==> src/rtl/core/rbe_pkg.sv <==
// package for the rect blit engine: action codes, register indexes, helpers
// no dependencies
`default_nettype none
package rbe_pkg;
  localparam int unsigned CoordW = 9;
  localparam int unsigned PixW = 16;
  localparam int unsigned CfgIdxW = 3;
  localparam logic [15:0] Mask8 = 16'h00FF;

  typedef enum logic [1:0] {
    ACT_WR_SRC = 2'd0,
    ACT_WR_DST = 2'd1,
    ACT_RD_DST = 2'd2,
    ACT_BLIT   = 2'd3
  } action_e;

  typedef enum logic [CfgIdxW-1:0] {
    REG_SRC_W   = 3'd0,
    REG_SRC_H   = 3'd1,
    REG_DST_W   = 3'd2,
    REG_DST_H   = 3'd3,
    REG_PIX16   = 3'd4,
    REG_KEY_LO  = 3'd5,
    REG_KEY_HI  = 3'd6,
    REG_UNUSED  = 3'd7
  } reg_idx_e;

  typedef struct packed {
    logic [1:0]        action;
    logic [CoordW-1:0] pos_x;
    logic [CoordW-1:0] pos_y;
    logic [PixW-1:0]   pixel;
    logic [CoordW-1:0] src_left;
    logic [CoordW-1:0] src_top;
    logic [CoordW-1:0] src_right;
    logic [CoordW-1:0] src_bottom;
    logic [CoordW-1:0] dst_right;
    logic [CoordW-1:0] dst_bottom;
    logic              fill_enable;
    logic              key_enable;
  } req_t;

  typedef struct packed {
    logic [PixW-1:0]   read_data;
    logic              stretched;
    logic [CoordW-1:0] copy_width;
    logic [CoordW-1:0] copy_height;
  } rsp_t;

  typedef struct packed {
    logic [CfgIdxW-1:0] index;
    logic [PixW-1:0]    data;
  } cfg_t;

  function automatic logic [CoordW-1:0] min9(input logic [CoordW-1:0] a,
                                             input logic [CoordW-1:0] b);
    return (a < b) ? a : b;
  endfunction
endpackage
`default_nettype wire

==> src/rtl/core/rbe_div.sv <==
// restoring divider for the 9.16 stretch ratio, one quotient bit per cycle
// depends on rbe_pkg
`default_nettype none
module rbe_div
  import rbe_pkg::*;
(
  input  wire logic              clk_i,
  input  wire logic              rst_ni,
  input  wire logic              start_i,
  input  wire logic [CoordW-1:0] num_i,
  input  wire logic [CoordW-1:0] den_i,
  output logic                   done_o,
  output logic [24:0]            quot_o
);
  localparam int unsigned NumW = CoordW + 16;
  logic [NumW-1:0]   num_q, num_d;
  logic [CoordW:0]   rem_q, rem_d;
  logic [CoordW-1:0] den_q;
  logic [4:0]        cnt_q, cnt_d;
  logic              busy_q, busy_d;
  logic              done_q, done_d;
  logic              load;
  logic [CoordW+1:0] trial;

  // a start request is ignored while a division is running
  assign load = start_i && !busy_q;

  always_comb begin
    trial = {rem_q, num_q[NumW-1]} - {2'b00, den_q};
    num_d = num_q;
    rem_d = rem_q;
    cnt_d = cnt_q;
    busy_d = busy_q;
    done_d = 1'b0;
    if (load) begin
      num_d = {num_i, 16'h0000};
      rem_d = '0;
      cnt_d = 5'(NumW);
      busy_d = 1'b1;
    end else if (busy_q) begin
      if (!trial[CoordW+1]) begin
        rem_d = trial[CoordW:0];
        num_d = {num_q[NumW-2:0], 1'b1};
      end else begin
        rem_d = {rem_q[CoordW-1:0], num_q[NumW-1]};
        num_d = {num_q[NumW-2:0], 1'b0};
      end
      cnt_d = cnt_q - 5'd1;
      if (cnt_q == 5'd1) begin
        busy_d = 1'b0;
        done_d = 1'b1;
      end
    end
  end

  always_ff @(posedge clk_i or negedge rst_ni) begin
    if (!rst_ni) begin
      busy_q <= 1'b0;
      cnt_q <= '0;
      done_q <= 1'b0;
    end else begin
      busy_q <= busy_d;
      cnt_q <= cnt_d;
      done_q <= done_d;
    end
  end

  always_ff @(posedge clk_i) begin
    num_q <= num_d;
    rem_q <= rem_d;
    if (load) den_q <= den_i;
  end

  // quotient is complete in the cycle done is high
  assign done_o = done_q;
  assign quot_o = num_q;
endmodule
`default_nettype wire

==> config.mk <==
export PLATFORM = sky130hd
export DESIGN_NAME = rbe_div
export DESIGN_NICKNAME = d
export VERILOG_FILES = /design/src/rtl/core/rbe_pkg.sv /design/src/rtl/core/rbe_div.sv
export SDC_FILE = /design/constraint.sdc
export NUM_CORES = 1
export LEC_CHECK = 0
export ABC_AREA = 1
export BUFFER_PORTS_ARGS = -buffer_cell sky130_fd_sc_hd__buf_4
export CORE_ASPECT_RATIO = 1.25
export CORE_MARGIN = 2
export CORE_UTILIZATION = 28
export CTS_CLUSTER_SIZE = 24
export DETAILED_ROUTE_END_ITERATION = 10
export SYNTH_ARGS = -nofsm -noshare
export SYNTH_HDL_FRONTEND = slang
export SYNTH_SLANG_ARGS = --single-unit
==> constraint.sdc <==
create_clock -name clk_i -period 2.28 [get_ports clk_i]
set_input_delay 0.456 -clock clk_i [delete_from_list [all_inputs] [get_ports clk_i]]
set_output_delay 0.456 -clock clk_i [all_outputs]
set_load 0.05 [all_outputs]
## After elaboration in Yosys (flattened, before gate mapping)

Index checks and enable logic that the tools add are counted.

| storage, ports and cells | value |
|---|---|
| logic and storage cells | 25 |
| input port bits | 21 |
| output and inout bits | 26 |
| flip-flop bits (word level) | 51 |

| cells by class | value |
|---|---|
| add/sub/neg operators | 2 |
| equality and inequality tests | 1 |
| reductions and logical operators | 3 |
| muxes and demuxes | 12 |

Operators by type and width:

| kind | count |
|---|---|
| $mux W25 | 2 |
| $sub A11 B9 Y11 | 1 |
| $mux W10 | 1 |
| $mux W5 | 2 |
| $mux W1 | 7 |
| $eq A5 B1 Y1 const B | 1 |
| $sub A5 B1 Y5 const B | 1 |
| $reduce_bool A2 Y1 | 1 |
| $logic_and A1 B1 Y1 | 1 |
| $logic_not A1 Y1 | 1 |

## Logic depth before layout (Yosys ltp)

| logic depth | value |
|---|---|
| depth in word-level cells | 4 |
| depth in mapped cells | 15 |
| gate-level depth less buffers | 15 |

## Worst setup path after synthesis

Ideal clock, no wire load.

| timing path | value |
|---|---|
| path kind | register to register |
| start point | register num_q[24] (netlist: quot_o[24]) |
| end point | register rem_q[5] |
| data required time | 2167 ps |
| arrival time | 2077 ps |
| buffers on the path | 1 |
| stages on the path, launching flop included | 13 |
| setup slack | 90 ps |
| library setup time | 113 ps |
| clock period less this slack | 2190 ps |
| cell sequence | edfxtp_1 inv_1 ha_1 fa_1 inv_1 nand3_2 nand3_2 nand2_4 nand2_2 buf_6 nand2_1 nand3_1 nand2_1 |

| on the way | value |
|---|---|
| cells in the longest elaborated chain, start to end | 2 |

RTL lines:

| what | RTL line | source |
|---|---|---|
| from (decl) | rbe_div.sv:16 | `logic [NumW-1:0] num_q, num_d;` |
| from (signal assigned) | rbe_div.sv:69 | `num_q <= num_d;` |
| $sub A11 B9 Y11 | rbe_div.sv:29 | `trial = {rem_q, num_q[NumW-1]} - {2'b00, den_q};` |
| $mux W10 | rbe_div.sv:41 | `if (!trial[CoordW+1]) begin` |
| to (signal assigned) | rbe_div.sv:70 | `rem_q <= rem_d;` |
| to (decl) | rbe_div.sv:17 | `logic [CoordW:0] rem_q, rem_d;` |

Every way passes these cells.
A chain may end at the register's enable or synchronous reset.

## Final worst setup path

| timing path | value |
|---|---|
| start point | register num_q[24] (netlist: quot_o[24]) |
| end point | register rem_q[6] |

The elaborated chain is that of the path after synthesis.

==> flow_metrics.env <==
export IMPL_status="finished, final reports clean"
export IMPL_drive_gt1_frac=0.198
export IMPL_path_clk_slew_ps=100
export IMPL_synth_cell_types=27
export IMPL_cts_tree="built"
export IMPL_max_freq_mhz=516
export IMPL_cp_end_kind="flop"
export IMPL_async_reset_ff_frac=0.137
export IMPL_required_ps=2500
export IMPL_overflow=0
export IMPL_track_usage=0.127
export IMPL_portBuffers=46
export IMPL_netlist_top_cells_count="84 x nand2_1, 50 x inv_1, 26 x dfxtp_1"
export IMPL_hpwl_um=4310
export IMPL_first_pass_iters=4
export IMPL_synth_cells=298
export IMPL_die_w_um=88.8
export IMPL_start_kind="flop"
export IMPL_grt_setup_unrepaired="no"
export IMPL_grt_pass1_wl_um=9730
export IMPL_synth_nets=331
export IMPL_avgRoutedWirePerCell_um=11.9
export IMPL_finalSetupViolations=0
export IMPL_hold_viol=0
export IMPL_ant_nets=0
export IMPL_start_util=0.289
export IMPL_synth_top_cell_by_area="edfxtp_1"
export IMPL_grt_antenna_before_repair=0
export IMPL_yosysWarningCount=0
export IMPL_period_share=0.851
export IMPL_placementRows=38
export IMPL_slew_violations=0
export IMPL_diodes=0
export IMPL_cts_buffer_depth=2
export IMPL_synth_top_area_share=0.215
export IMPL_first_global_vias=2129
export IMPL_syn_area_per_cell_um2=8.44
export IMPL_tightestPinTransition_ps=583
export IMPL_ys_seq_area_frac=0.491
export IMPL_drt_initial_drc_count=62
export IMPL_relSlewSlack=0.611
export IMPL_core_mm2=0.00870
export IMPL_areaGrowthSynthToFinish_pct=25.1
export IMPL_tns_ps=0
export IMPL_syn_cell_area_mm2=0.00252
export IMPL_synth_edff_count=18
export IMPL_pin_count=47
export IMPL_routed_wirelength_um=5580
export IMPL_numCtsBuffers=5
export IMPL_final_min_clock_period_ps=1940
export IMPL_routed_via_density=4.36
export IMPL_dieArea_mm2=0.00977
export IMPL_nets=381
export IMPL_fp_dieH_um=110
export IMPL_num_vias=2047
export IMPL_cp_max_fo=11
export IMPL_yosysMostFrequentCell="nand2_1"
export IMPL_cp_data_arrival_time_ps=2160
export IMPL_worstHoldPathType="in2reg"
export IMPL_grt_max_degree=25
export IMPL_clkSinkCount=51
export IMPL_cts_root_buf="clkbuf_8"
export IMPL_synth_ff_type="dfxtp_1"
export IMPL_clock_latency_ps=320
export IMPL_synth_area_leaders="edfxtp_1 21%, dfxtp_1 21%, nand2_1 13%, inv_1 7.5%, dfrtp_1 7.0%"
export IMPL_critical_path_class="reg2reg"
export IMPL_finClkSkew_ps=8.21
export IMPL_htreeDepth=2
export IMPL_ys_seq_elements=51
export IMPL_drc_errors=0
export IMPL_maxCapViolations=0
export IMPL_gp_routability_congestion=0.821
==> critical path: stages (launching register included) <==
cell      delay, ps
edfxtp_1        360
inv_1            60
ha_1            220
fa_1            400
inv_1           100
nand3_2         110
nand3_2         110
nand2_4          90
nand2_2         180
nand2_1          80
nand3_1          80
nand2_1          50
==> cells by family after synthesis <==
group,Yosys count,synth area share
AO/OA/AOI/OAI,36,0.0945
XOR/XNOR,4,0.0139
adder cells (fa/ha/maj),12,0.0627
flip-flops,51,0.491
AND/OR/NAND/NOR,135,0.245
buffers and inverters,60,0.0930
==> placed cells by master (no fill, tap or decap), drive strengths merged <==
master       count
nand2           88
buf             51
inv             50
dfxtp           26
nand3           20
edfxtp          18
o22ai           16
nor2            15
ha              11
o21ai            9
nand3b           9
a22o             8
dfrtp            7
clkbuf           6
xor2             3
a21oi            3
nand4            3
clkinv           1
xnor2            1
fa               1
clkinvlp         1
bufinv           1
dlygate4sd3      1
==> sequential cells by signal (all words and copies together), names as in the netlist <==
name    flops
quot_o     25
den_q       9
cnt_q       5
done_o      1
rem_q      10
busy_q      1
==> per-layer routing <==
layer,global-route usage,up-vias,part of all wire
li1,-,1059,-
met1,0.153,938,0.44
met2,0.223,42,0.50
met3,0.0238,8,0.042
met4,0.0476,0,0.015
met5,0,-,0
==> repair_timing <==
item,in CTS,in global routing
hold endpoints to repair,7,0
hold buffers,1,0
gates resized for setup,0,0
setup buffers,0,0
==> per-stage QoR <==
stage,util,hold slack (ps),setup WS (ps),cell area [um^2],instances
after detailed placement,0.346,279,336,3010,460
final,0.362,307,341,3150,469
after global placement,0.346,278,386,3010,460
after global routing,0.362,298,112,3150,469
after floorplan,-,160,89.9,2520,298
after CTS,0.362,299,328,3150,469
==> area by class of cell <==
cell class	count	area [um^2]
Sequential cell	51	1240
Tap cell	120	150
Inverter	51	191
Multi-Input combinational cell	187	1050
Timing Repair Buffer	52	393
Clock buffer	6	93.8
Fill cell	893	5550
Clock inverter	2	37.5
==> worst paths after layout <==
kind                                       start               endpoint  slack [ps]  depth (start not counted)
max                         quot_o[24]$_DFFE_PP_  rem_q[6]$_SDFFE_PP0P_         340                         11
min                                     den_i[7]     den_q[7]$_DFFE_PP_         310                          1
max reg2reg                 quot_o[24]$_DFFE_PP_  rem_q[6]$_SDFFE_PP0P_         340                         11
min reg2reg                rem_q[4]$_SDFFE_PP0P_  rem_q[4]$_SDFFE_PP0P_         480                          2
max in group asynchronous                 rst_ni   cnt_q[1]$_DFFE_PN0P_        1650                          2
min in group asynchronous                 rst_ni   cnt_q[4]$_DFFE_PN0P_         490                          2
Power is not shown: default switching activity piles up to over one toggle a cycle in this logic, so the estimate is an artifact.
